**config.mk**
```make
export PLATFORM = sky130hd
export DESIGN_NAME = carp_host_select_flat
export DESIGN_NICKNAME = d
export VERILOG_FILES = /design/src/hw/rtl/carp_pkg.sv /design/src/hw/rtl/carp_req_if.sv /design/src/hw/rtl/carp_res_if.sv /design/src/hw/rtl/carp_host_select.sv /design/src/hw/rtl/carp_ctrl.sv /design/src/hw/rtl/carp_dpath.sv /design/src/flat_wrapper.sv
export SDC_FILE = /design/constraint.sdc
export NUM_CORES = 2
export LEC_CHECK = 0
export BUFFER_PORTS_ARGS = -buffer_cell sky130_fd_sc_hd__buf_2
export CAP_MARGIN = 20
export CORE_ASPECT_RATIO = 1.1
export CORE_MARGIN = 2
export CORE_UTILIZATION = 50
export DETAILED_ROUTE_END_ITERATION = 8
export PLACE_DENSITY = 0.73
export SLEW_MARGIN = 10
export SYNTH_ARGS = -nofsm -noshare
export SYNTH_HDL_FRONTEND = slang
export SYNTH_SLANG_ARGS = --single-unit
```
**constraint.sdc**
```tcl
create_clock -name clk -period 9.07 [get_ports clk]
set_input_delay 0.4535 -clock clk [delete_from_list [all_inputs] [get_ports clk]]
set_output_delay 0.4535 -clock clk [all_outputs]
set_load 0.02 [all_outputs]
```
**src/hw/rtl/carp_pkg.sv**
```systemverilog
// carp_pkg: shared types, codes and constants of the host selection block.
// No dependencies; every other file imports it.

package carp_pkg;

  localparam int unsigned HASH_W = 32;
  localparam int unsigned MULT_W = 32;
  localparam int unsigned SCORE_W = HASH_W + MULT_W;
  localparam int unsigned FUNC_W = 2;
  localparam int unsigned HIDX_W = 3;
  localparam int unsigned BYTE_W = 8;

  localparam logic [FUNC_W-1:0] FUNC_LOAD = 2'd0;
  localparam logic [FUNC_W-1:0] FUNC_STATUS = 2'd1;
  localparam logic [FUNC_W-1:0] FUNC_URL = 2'd2;

  localparam logic [HASH_W-1:0] MIX_CONST = 32'h6253_1965;
  localparam int unsigned URL_ROT = 19;
  localparam int unsigned SCORE_ROT = 21;

  typedef enum logic [1:0] {
    ST_IDLE,
    ST_SCAN,
    ST_DRAIN,
    ST_DONE
  } ctl_state_t;

  // controller -> datapath
  typedef struct packed {
    logic issue;      // read table entry at issue index, push into score pipe
    logic clear_acc;  // start of a scan: forget previous winner
    logic publish;    // move winner into the result register
  } dp_cmd_t;

  // datapath -> controller
  typedef struct packed {
    logic busy;       // score pipe still holds entries
    logic out_free;   // result register can take a new item this cycle
  } dp_stat_t;

  function automatic logic [HASH_W-1:0] rotl32(input logic [HASH_W-1:0] v,
                                               input int unsigned r);
    logic [2*HASH_W-1:0] dbl;
    dbl = {v, v} << r;
    return dbl[2*HASH_W-1:HASH_W];
  endfunction

endpackage

```
**src/hw/rtl/carp_req_if.sv**
```systemverilog
// carp_req_if: input item channel (valid/ready plus item fields).
// Depends on carp_pkg.

interface carp_req_if;
  import carp_pkg::*;

  logic              valid;
  logic              ready;
  logic [FUNC_W-1:0] func;
  logic [HIDX_W-1:0] host_index;
  logic [HASH_W-1:0] host_hash_in;
  logic [MULT_W-1:0] host_mult_in;
  logic              host_up_in;
  logic [BYTE_W-1:0] url_byte;
  logic              url_last;

  modport source (
    output valid, func, host_index, host_hash_in, host_mult_in, host_up_in,
           url_byte, url_last,
    input  ready
  );

  modport sink (
    input  valid, func, host_index, host_hash_in, host_mult_in, host_up_in,
           url_byte, url_last,
    output ready
  );
endinterface

```
**src/hw/rtl/carp_res_if.sv**
```systemverilog
// carp_res_if: result item channel (valid/ready plus found flag and host).
// Depends on carp_pkg.

interface carp_res_if;
  import carp_pkg::*;

  logic              valid;
  logic              ready;
  logic              found;
  logic [HIDX_W-1:0] selected_host;

  modport source (
    output valid, found, selected_host,
    input  ready
  );

  modport sink (
    input  valid, found, selected_host,
    output ready
  );
endinterface

```
**src/hw/rtl/carp_host_select.sv**
```systemverilog
// carp_host_select: routing-hash host selection over a table of HOSTS entries.
// Load, status and non-final URL byte items are accepted whenever the block is idle.
// A final URL byte starts a scan: table reads, one per host, then the score pipe drains
// (read, mix multiply, load multiply, compare) and the winner is published into the
// result register; the next item is taken after the publish, later while a result waits.
// Synchronous reset clears the hash, up flags and entry-loaded flags at once.

module carp_host_select #(
  parameter int unsigned HOSTS = 8
) (
  input  logic      clk,
  input  logic      rst,
  carp_req_if.sink  req,
  carp_res_if.source res
);
  import carp_pkg::*;

  localparam int unsigned IDX_W = (HOSTS > 1) ? $clog2(HOSTS) : 1;

  dp_cmd_t          cmd;
  dp_stat_t         stat;
  logic [IDX_W-1:0] issue_idx;
  logic             in_fire;

  assign in_fire = req.valid && req.ready;

  carp_ctrl #(
    .HOSTS(HOSTS)
  ) u_ctrl (
    .clk       (clk),
    .rst       (rst),
    .in_valid  (req.valid),
    .func      (req.func),
    .url_last  (req.url_last),
    .in_ready  (req.ready),
    .stat      (stat),
    .cmd       (cmd),
    .issue_idx (issue_idx)
  );

  carp_dpath #(
    .HOSTS(HOSTS)
  ) u_dpath (
    .clk          (clk),
    .rst          (rst),
    .in_fire      (in_fire),
    .func         (req.func),
    .host_index   (req.host_index),
    .host_hash_in (req.host_hash_in),
    .host_mult_in (req.host_mult_in),
    .host_up_in   (req.host_up_in),
    .url_byte     (req.url_byte),
    .url_last     (req.url_last),
    .cmd          (cmd),
    .issue_idx    (issue_idx),
    .stat         (stat),
    .out_valid    (res.valid),
    .out_ready    (res.ready),
    .out_found    (res.found),
    .out_host     (res.selected_host)
  );

endmodule

```
**src/hw/rtl/carp_ctrl.sv**
```systemverilog
// carp_ctrl: sequencer for the host scan after a final URL byte.
// Depends on carp_pkg; drives carp_dpath through dp_cmd_t / dp_stat_t.

module carp_ctrl #(
  parameter int unsigned HOSTS = 8,
  localparam int unsigned IDX_W = (HOSTS > 1) ? $clog2(HOSTS) : 1
) (
  input  logic                        clk,
  input  logic                        rst,
  input  logic                        in_valid,
  input  logic [carp_pkg::FUNC_W-1:0] func,
  input  logic                        url_last,
  output logic                        in_ready,
  input  carp_pkg::dp_stat_t          stat,
  output carp_pkg::dp_cmd_t           cmd,
  output logic [IDX_W-1:0]            issue_idx
);
  import carp_pkg::*;

  localparam logic [IDX_W-1:0] LAST = IDX_W'(HOSTS - 1);

  ctl_state_t       state;
  ctl_state_t       state_next;
  logic [IDX_W-1:0] cnt;
  logic             start;

  assign start = (state == ST_IDLE) && in_valid && (func == FUNC_URL) && url_last;

  always_ff @(posedge clk) begin
    if (rst) begin
      state <= ST_IDLE;
      cnt   <= '0;
    end else begin
      state <= state_next;
      if (state == ST_SCAN) begin
        cnt <= (cnt == LAST) ? '0 : cnt + 1'b1;
      end
    end
  end

  always_comb begin
    state_next = state;
    unique case (state)
      ST_IDLE: begin
        if (start) state_next = ST_SCAN;
      end
      ST_SCAN: begin
        if (cnt == LAST) state_next = ST_DRAIN;
      end
      ST_DRAIN: begin
        if (!stat.busy) state_next = ST_DONE;
      end
      ST_DONE: begin
        if (stat.out_free) state_next = ST_IDLE;
      end
      default: state_next = ST_IDLE;
    endcase
  end

  always_comb begin
    in_ready      = (state == ST_IDLE);
    cmd.issue     = (state == ST_SCAN);
    cmd.clear_acc = start;
    cmd.publish   = (state == ST_DONE) && stat.out_free;
    issue_idx     = cnt;
  end

endmodule

```
**src/hw/rtl/carp_dpath.sv**
```systemverilog
// carp_dpath: host table, running URL hash, score pipeline and winner tracking.
// Depends on carp_pkg; sequenced by carp_ctrl.

module carp_dpath #(
  parameter int unsigned HOSTS = 8,
  localparam int unsigned IDX_W = (HOSTS > 1) ? $clog2(HOSTS) : 1
) (
  input  logic                        clk,
  input  logic                        rst,
  input  logic                        in_fire,
  input  logic [carp_pkg::FUNC_W-1:0] func,
  input  logic [carp_pkg::HIDX_W-1:0] host_index,
  input  logic [carp_pkg::HASH_W-1:0] host_hash_in,
  input  logic [carp_pkg::MULT_W-1:0] host_mult_in,
  input  logic                        host_up_in,
  input  logic [carp_pkg::BYTE_W-1:0] url_byte,
  input  logic                        url_last,
  input  carp_pkg::dp_cmd_t           cmd,
  input  logic [IDX_W-1:0]            issue_idx,
  output carp_pkg::dp_stat_t          stat,
  output logic                        out_valid,
  input  logic                        out_ready,
  output logic                        out_found,
  output logic [carp_pkg::HIDX_W-1:0] out_host
);
  import carp_pkg::*;

  localparam int unsigned WA_W = (IDX_W > HIDX_W) ? IDX_W : HIDX_W;

  // table memory: {hash, mult} per host; loaded/up bits in flops
  logic [HASH_W+MULT_W-1:0] tab [HOSTS];
  logic [HOSTS-1:0]         loaded;
  logic [HOSTS-1:0]         up;

  logic [WA_W-1:0]   wa_ext;
  logic [IDX_W-1:0]  waddr;
  logic              in_range;
  logic              do_load;
  logic              do_status;
  logic              do_url;

  logic [HASH_W-1:0] url_hash;
  logic [HASH_W-1:0] key;
  logic [HASH_W-1:0] hash_next;

  // score pipe
  logic [HASH_W+MULT_W-1:0] s1_ent;
  logic                     s1_valid, s1_live, s1_loaded;
  logic [IDX_W-1:0]         s1_idx;
  logic [HASH_W-1:0]        s1_x;
  logic [HASH_W-1:0]        s2_mix;
  logic [MULT_W-1:0]        s2_mult;
  logic                     s2_valid, s2_live;
  logic [IDX_W-1:0]         s2_idx;
  logic [SCORE_W-1:0]       s3_prod;
  logic                     s3_valid, s3_live;
  logic [IDX_W-1:0]         s3_idx;

  logic                     found;
  logic [SCORE_W-1:0]       best;
  logic [IDX_W-1:0]         best_idx;
  logic [WA_W-1:0]          best_ext;

  assign wa_ext    = WA_W'(host_index);
  assign waddr     = wa_ext[IDX_W-1:0];
  assign in_range  = (32'(host_index) < HOSTS);
  assign do_load   = in_fire && (func == FUNC_LOAD) && in_range;
  assign do_status = in_fire && (func == FUNC_STATUS) && in_range;
  assign do_url    = in_fire && (func == FUNC_URL);

  assign hash_next = url_hash + rotl32(url_hash, URL_ROT)
                   + {{(HASH_W-BYTE_W){url_byte[BYTE_W-1]}}, url_byte};

  always_ff @(posedge clk) begin
    if (do_load) tab[waddr] <= {host_hash_in, host_mult_in};
    if (cmd.issue) s1_ent <= tab[issue_idx];
  end

  always_ff @(posedge clk) begin
    if (rst) begin
      loaded   <= '0;
      up       <= '0;
      url_hash <= '0;
    end else begin
      if (do_load) loaded[waddr] <= 1'b1;
      if (do_status) up[waddr] <= host_up_in;
      if (do_url) url_hash <= url_last ? '0 : hash_next;
    end
  end

  // hash of the completed URL, held for the scan
  always_ff @(posedge clk) begin
    if (do_url && url_last) key <= hash_next;
  end

  // an entry never loaded reads as zero hash and zero multiplier
  assign s1_x = key ^ (s1_loaded ? s1_ent[HASH_W+MULT_W-1:MULT_W] : '0);

  always_ff @(posedge clk) begin
    if (rst) begin
      s1_valid <= 1'b0;
      s2_valid <= 1'b0;
      s3_valid <= 1'b0;
      found    <= 1'b0;
    end else begin
      s1_valid <= cmd.issue;
      s2_valid <= s1_valid;
      s3_valid <= s2_valid;
      if (cmd.clear_acc) begin
        found <= 1'b0;
      end else if (s3_valid && s3_live && (!found || s3_prod > best)) begin
        found <= 1'b1;
      end
    end
  end

  always_ff @(posedge clk) begin
    s1_live   <= up[issue_idx];
    s1_loaded <= loaded[issue_idx];
    s1_idx    <= issue_idx;

    s2_mix  <= s1_x + HASH_W'(s1_x * MIX_CONST);
    s2_mult <= s1_loaded ? s1_ent[MULT_W-1:0] : '0;
    s2_live <= s1_live;
    s2_idx  <= s1_idx;

    s3_prod <= SCORE_W'(rotl32(s2_mix, SCORE_ROT)) * SCORE_W'(s2_mult);
    s3_live <= s2_live;
    s3_idx  <= s2_idx;

    // strict compare keeps the lowest index on ties
    if (s3_valid && s3_live && (!found || s3_prod > best)) begin
      best     <= s3_prod;
      best_idx <= s3_idx;
    end
  end

  assign best_ext = WA_W'(best_idx);

  always_ff @(posedge clk) begin
    if (rst) begin
      out_valid <= 1'b0;
    end else if (cmd.publish) begin
      out_valid <= 1'b1;
    end else if (out_ready) begin
      out_valid <= 1'b0;
    end
  end

  always_ff @(posedge clk) begin
    if (cmd.publish) begin
      out_found <= found;
      out_host  <= found ? best_ext[HIDX_W-1:0] : '0;
    end
  end

  assign stat.busy     = s1_valid || s2_valid || s3_valid;
  assign stat.out_free = !out_valid || out_ready;

endmodule

```
**src/flat_wrapper.sv**
```systemverilog
// flat-port wrapper written by rule: the top's interface ports become plain ports
module carp_host_select_flat import carp_pkg::*;
#(
  parameter int unsigned HOSTS = 8
)
  (clk, rst, req_valid, req_func, req_host_index, req_host_hash_in, req_host_mult_in, req_host_up_in, req_url_byte, req_url_last, req_ready, res_valid, res_found, res_selected_host, res_ready);
  carp_req_if req_i ();
  carp_res_if res_i ();
  input  logic clk;
  input  logic rst;
  input wire logic [$bits(req_i.valid)-1:0] req_valid;
  input wire logic [$bits(req_i.func)-1:0] req_func;
  input wire logic [$bits(req_i.host_index)-1:0] req_host_index;
  input wire logic [$bits(req_i.host_hash_in)-1:0] req_host_hash_in;
  input wire logic [$bits(req_i.host_mult_in)-1:0] req_host_mult_in;
  input wire logic [$bits(req_i.host_up_in)-1:0] req_host_up_in;
  input wire logic [$bits(req_i.url_byte)-1:0] req_url_byte;
  input wire logic [$bits(req_i.url_last)-1:0] req_url_last;
  output wire logic [$bits(req_i.ready)-1:0] req_ready;
  output wire logic [$bits(res_i.valid)-1:0] res_valid;
  output wire logic [$bits(res_i.found)-1:0] res_found;
  output wire logic [$bits(res_i.selected_host)-1:0] res_selected_host;
  input wire logic [$bits(res_i.ready)-1:0] res_ready;
  assign req_i.valid = req_valid;
  assign req_i.func = req_func;
  assign req_i.host_index = req_host_index;
  assign req_i.host_hash_in = req_host_hash_in;
  assign req_i.host_mult_in = req_host_mult_in;
  assign req_i.host_up_in = req_host_up_in;
  assign req_i.url_byte = req_url_byte;
  assign req_i.url_last = req_url_last;
  assign req_ready = req_i.ready;
  assign res_valid = res_i.valid;
  assign res_found = res_i.found;
  assign res_selected_host = res_i.selected_host;
  assign res_i.ready = res_ready;
  carp_host_select #(.HOSTS(HOSTS)) u_core (.clk(clk), .rst(rst), .req(req_i), .res(res_i));
endmodule
```
## Word level (Yosys, flattened, before mapping)

Memories as Yosys holds them, arrays and structs flattened. A register that Yosys moved wholly into a read port is not among the register bits.
Index checks and enable logic that the tools add are counted.

| word-level totals | value |
|---|---|
| register bits after elaboration | 302 |
| RAM bits | 512 |
| input bits | 83 |
| output and inout port bits | 6 |
| word-level logic and storage cells | 87 |
| memories kept | 1 |

| operators by class | value |
|---|---|
| add/sub/neg operators | 4 |
| multiply operators | 2 |
| magnitude comparators | 4 |
| equal/unequal tests | 10 |
| multiplexer cells | 19 |
| bitwise operators | 2 |
| reductions and logical operators | 20 |

Memory list:

| memory | depth | bits a word | read ports | clocked after memory_dff | write ports | RTL line | source |
|---|---|---|---|---|---|---|---|
| u_core.u_dpath.tab | 8 | 64 | 1 | 1 | 1 | carp_dpath.sv:31 | `logic [HASH_W+MULT_W-1:0] tab [HOSTS];` |

Operators with widths:

| kind | number |
|---|---|
| adder 32 bit | 3 |
| > comparator 64 bit | 1 |
| multiplier 32 x 32 -> 64 bit | 1 |
| two-way mux 32 bit | 2 |
| multiplier 32 x 31 -> 32 bit (second input constant) | 1 |
| XOR 32 bit | 1 |
| logical AND 1 bit | 9 |
| bitwise mux 8 bit | 1 |
| less-than comparator 3 x 4 -> 1 bit (second input constant) | 2 |
| two-way mux 2 bit | 4 |
| bitwise OR 8 bit | 1 |
| case mux 2 bit (4 select lines) | 1 |
| two-way mux 1 bit | 7 |
| binary-select mux 1 bit (select 3 bit) | 2 |
| == test 2 bit (second input constant) | 3 |
| == test 2 x 1 -> 1 bit (second input constant) | 2 |
| zero test 2 bit | 2 |
| logical OR 1 bit | 4 |
| != test 2 x 1 -> 1 bit (second input constant) | 2 |
| != test 2 bit (second input constant) | 2 |
| AND reduction 4 bit | 1 |
| adder 3 x 1 -> 3 bit (second input constant) | 1 |
| demux 1 bit (select 3 bit) | 1 |
| == test 3 bit (second input constant) | 1 |
| other kinds (5) | 6 |

## Longest topological paths before layout

| depth | value |
|---|---|
| word-level depth | 6 |
| gate-level depth with buffers | 31 |
| mapped depth without buffers | 28 |

## Modules after synthesis

From an unflattened synthesis, not the netlist that was laid out.

| second synthesis, totals | value |
|---|---|
| cell total of the unflattened synthesis | 6381 |
| area, all modules | 74711.7 µm² |

Modules (own cells, without submodules):

| module | instances | cells an instance | area an instance (µm²) | sequential area each (µm²) |
|---|---|---|---|---|
| carp_dpath | 1 | 6346 | 74358.8 | 23953.0 |
| carp_ctrl | 1 | 34 | 346.6 | 100.1 |
| carp_host_select | 1 | 1 | 6.3 | 0.0 |

## Worst setup path after synthesis

OpenSTA, ideal clock, no wires.

| timing path | value |
|---|---|
| path kind | register to register |
| start | reg u_core.u_dpath.s1_loaded |
| end | reg u_core.u_dpath.s2_mix[31] |
| arrival time | 7593 ps |
| setup slack | 1405 ps |
| stages on the path, launching flop included | 28 |
| path buffers | 3 |
| period minus slack after synthesis | 7665 ps |
| cells stage by stage | dfxtp_1 clkbuf_1 clkbuf_1 clkbuf_1 nand2_1 xor2_1 inv_1 ha_1 fa_1 fa_1 fa_1 fa_1 inv_1 fa_1 inv_1 fa_1 fa_1 ha_1 a21o_1 a21o_1 a21o_1 a21oi_1 o21ai_0 a21oi_1 a21oi_1 or3_1 a21oi_1 xnor2_1 |

| on the way | value |
|---|---|
| cells in the longest elaborated chain, start to end | 4 |

Ends and longest elaborated chain:

| what | RTL line | source |
|---|---|---|
| start: declaration | carp_dpath.sv:48 | `logic s1_valid, s1_live, s1_loaded;` |
| start signal: assignment | carp_dpath.sv:119 | `s1_loaded <= loaded[issue_idx];` |
| two-way mux 32 bit * | carp_dpath.sv:97 | `assign s1_x = key ^ (s1_loaded ? s1_ent[HASH_W+MULT_W-1:MULT_W] : '0);` |
| XOR 32 bit * | carp_dpath.sv:97 |  |
| multiplier 32 x 31 -> 32 bit | carp_dpath.sv:122 | `s2_mix <= s1_x + HASH_W'(s1_x * MIX_CONST);` |
| adder 32 bit * | carp_dpath.sv:122 |  |
| end signal: assignment | carp_dpath.sv:122 |  |
| end: declaration | carp_dpath.sv:51 | `logic [HASH_W-1:0] s2_mix;` |

Mark *: on every way between the ends. The rest lies on a longest branch, timed or not.
A chain may end at the register's enable or synchronous reset.

## Worst setup path in the final report

| timing path | value |
|---|---|
| start | reg u_core.u_dpath.s2_mult[2] |
| end | reg u_core.u_dpath.s3_prod[62] |

| on the way | value |
|---|---|
| cells in the longest elaborated chain, start to end | 1 |

Ends and longest elaborated chain:

| what | RTL line | source |
|---|---|---|
| start: declaration | carp_dpath.sv:52 | `logic [MULT_W-1:0] s2_mult;` |
| start signal: assignment | carp_dpath.sv:123 | `s2_mult <= s1_loaded ? s1_ent[MULT_W-1:0] : '0;` |
| multiplier 32 x 32 -> 64 bit | carp_dpath.sv:127 | `s3_prod <= SCORE_W'(rotl32(s2_mix, SCORE_ROT)) * SCORE_W'(s2_mult);` |
| end signal: assignment | carp_dpath.sv:127 |  |
| end: declaration | carp_dpath.sv:55 | `logic [SCORE_W-1:0] s3_prod;` |

No other way between the ends.

==> run summary <==
outcome - completed
Die Wd - 371.1 um
Arr. time, crit path - 9040 ps
NetSw - 7.722 mW
largest net degree at the start of global routing - 62
GR Util met2 - 40.80%
FFs w/ async S/R, synth - 0%
initial antenna violation count - 13
dominant cell type by area after synthesis - fa_1
die height - 407.8 um
Max Cap Violations - 0
CTS tree - done
top cells by count, synth - inv_1 (1196), fa_1 (1049), edfxtp_1 (669), and2_1 (641), ha_1 (595)
sw frac - 42.18%
clk root buf - clkbuf_16
PwrDens - 226.9 nW/um2
Yosys warning total - 0
RSZ-0062 raised after global routing - false
Max clock buf depth - 3
Filler cells - 12.01k
Syn Inst Count - 6274
Final GP Congestion - 0.9036
sequential power share - 27.8%
clock sink total - 867
max-slew violations - 0
post-CTS setup buffer count - 0
H-Tree Depth - 3
WL final - 170200 um
Required @ worst endpoint - 9670 ps
final worst path period need - 8434 ps
Min-Delay Path Class - in -> reg
dpl hpwl - 129600 um
GR Util met3 - 3.076%
drt first pass iters - 5
Initial Utilization - 50.21%
Critical Path Fanout Max - 14
FMAX - 0.1186 GHz
count leader, synth - inv_1
Row Count - 148
CP Class - reg -> reg
Antenna Nets Post-Route - 0
NumNets Final - 8125
Top Usage Layer GRT - met2
post-synth top area share - 28.34%
Tcrit/Tclk final - 92.98%
Slew HR - 18.91%
GR Overflow Total - 0
Final Setup Violations - 0
Worst Setup End Kind - flip-flop
Setup TNS Final - 0 ps
vias in the first global route - 49.91k
initial detailed-routing violation count - 2901
I/O pins - 89
Clock Skew - 73.25 ps
Core ar. - 147600 um2
Reg area - 24070 um2
Total GRT Usage - 23.29%
via count - 45.49k
met1 usage - 29.55%
Area after DPL - 77250 um2
Area growth, synth to finish - 8.853%
static leakage - 36.67 nW
DRC viols - 0
Post-Syn Area - 74100 um2
area of the multi-input gates - 44690 um2
Post-Place Cells - 8206
fin cells - 8424
Via density - 5.401
internal power - 10.58 mW
Yosys cell types - 75
Worst Tran Pin Value - 1216 ps
fraction of final layout cells sized beyond drive strength 1 - 9.396%
clock slew at reported path FFs - 60 ps
synthesized area per cell - 11.81 um2
first-pass GRT wire length - 273800 um
startpoint types - flip-flop
Clk Latency, worst-skew pair - 730 ps
register area share after synthesis - 32.46%
die area - 151300 um2
clock power share - 19.8%
fin area - 80660 um2
CTS Buf Count - 88
DR WL/cell - 20.21 um
I/O Buffers - 87
Synth area leaders - fa_1 (28%), edfxtp_1 (27%), ha_1 (10%), inv_1 (6.1%), and2_1 (5.4%)
Logic pwr share - 52.4%
Post-synth EDFFs - 669
Fin. Hold Viols - 0
synthesized flop and latch total - 867
net count after synthesis - 8001
top_reg_cell synth - edfxtp_1
VDD IR max - 697.8 uV
logic make-up (layout without fill, tap and decap cells):
group	count (synthesis)	after routing	share of synthesized area [%]
adder cells (fa/ha/maj)	1644	1644	38.39
AND/OR/NAND/NOR	1445	1445	10.02
flip-flops	867	867	32.46
buffers and inverters	1448	1645	7.335
XOR/XNOR	223	223	2.636
AO/OA/AOI/OAI	430	430	3.917
multiplexers	217	217	5.253
other	0	3	0
registers in the layout, summed over array words and instances, names as in the netlist, 8 cells and up:
register and cells:
u_core.u_dpath.s2_mult 32, u_core.u_dpath.s1_ent 63, u_core.u_dpath.url_hash 32, u_core.u_dpath.s2_mix 31, u_core.u_dpath.up 8, u_core.u_dpath.best 64, u_core.u_dpath.key 31, u_core.u_dpath.loaded 8
u_core.u_dpath.s3_prod 64, u_core.u_dpath.tab 504
timing repair:
action / CTS / global route
resized for setup: 0 / 0
setup endpoints to repair: 0 / 0
hold endpoints to repair: 343 / 0
hold buffers: 52 / 0
per-stage QoR:
step	setup WS, ps	utilization [%]	total power, mW	hold WS [ps]
2_1_floorplan	1405	-	11.65	309.6
6_report	636.4	54.66	18.31	49.03
5_1_grt	302.4	54.65	19.61	41.73
4_1_cts	651.2	54.65	18.42	0.7417
3_3_place_gp	846.9	52.34	14.51	310.2
3_5_place_dp	728.7	52.34	14.71	313.6
layout by cell type (no fill, tap or decap), types with 21 or more instances in the layout:
cell type and count:
dlygate4sd3_1 52, nand4_1 24, ha_1 594, buf_2 87, nor2_1 137, nor3_1 25, mux4_2 130, o21ai_0 57
fa_1 1049, clkbuf_16 90, nand2_1 493, inv_1 1196, buf_4 144, dfxtp_1 190, and2_1 641, o21a_1 24
a21o_1 87, clkbuf_1 27, xnor2_1 164, xor2_1 59, nand2b_1 21, a21oi_1 123, edfxtp_1 669, nand3_1 24
mux2_2 75
final cells by class:
cell class	count	area share, %
multi-input cells	3959	55.40
clock inverters	41	0.5724
flip-flops and latches	867	29.84
clock buffers	122	3.003
well taps	1950	3.025
inverters	1197	5.570
diodes	3	0.009307
repair buffers	285	2.575
power by group through the flow:
stage / Sequential [mW] / Combinational (mW) / Clock [mW]
3_3_place_gp: 5.15 / 9.35 / 0
3_5_place_dp: 5.17 / 9.55 / 0
4_1_cts: 5.08 / 9.66 / 3.68
6_report: 5.09 / 9.60 / 3.62
5_1_grt: 5.11 / 10.7 / 3.83
2_1_floorplan: 4.89 / 6.76 / 0
critical path, stage by stage (launching register included):
cell	delay, ps
dfxtp_1	800
buf_4	310
and2_1	170
fa_1	390
inv_1	70
fa_1	440
fa_1	500
fa_1	560
inv_1	60
fa_1	510
inv_1	60
fa_1	560
inv_1	60
fa_1	460
fa_1	390
ha_1	400
a211oi_2	200
o211ai_1	160
or3_1	390
a211oi_2	270
nor3_1	90
buf_4	180
o31a_1	320
a221oi_4	360
o31ai_1	170
o41ai_2	260
xnor2_1	160
path summary, 6_finish.rpt:
check	start	end	slack [ps]	depth (start not counted)
setup reg to reg	u_core.u_dpath.s2_mult[2]$_SDFF_PN0_	u_core.u_dpath.s3_prod[62]$_DFF_P_	640	26
hold reg to reg	u_core.u_dpath.s2_idx[2]$_DFF_P_	u_core.u_dpath.s3_idx[2]$_DFF_P_	330	0
setup / recovery	u_core.u_dpath.s2_mult[2]$_SDFF_PN0_	u_core.u_dpath.s3_prod[62]$_DFF_P_	640	26
hold / removal	req_host_mult_in[5]	u_core.u_dpath.tab[6][5]$_DFFE_PP_	50	1
metal layers:
layer,vias to the layer above,wire length [um]
met5,-,59
met2,1323,87320
met4,10,6120
li1,20290,-
met3,327,9135
met1,23540,67600
No activity file was read; power rests on OpenSTA's default activity.
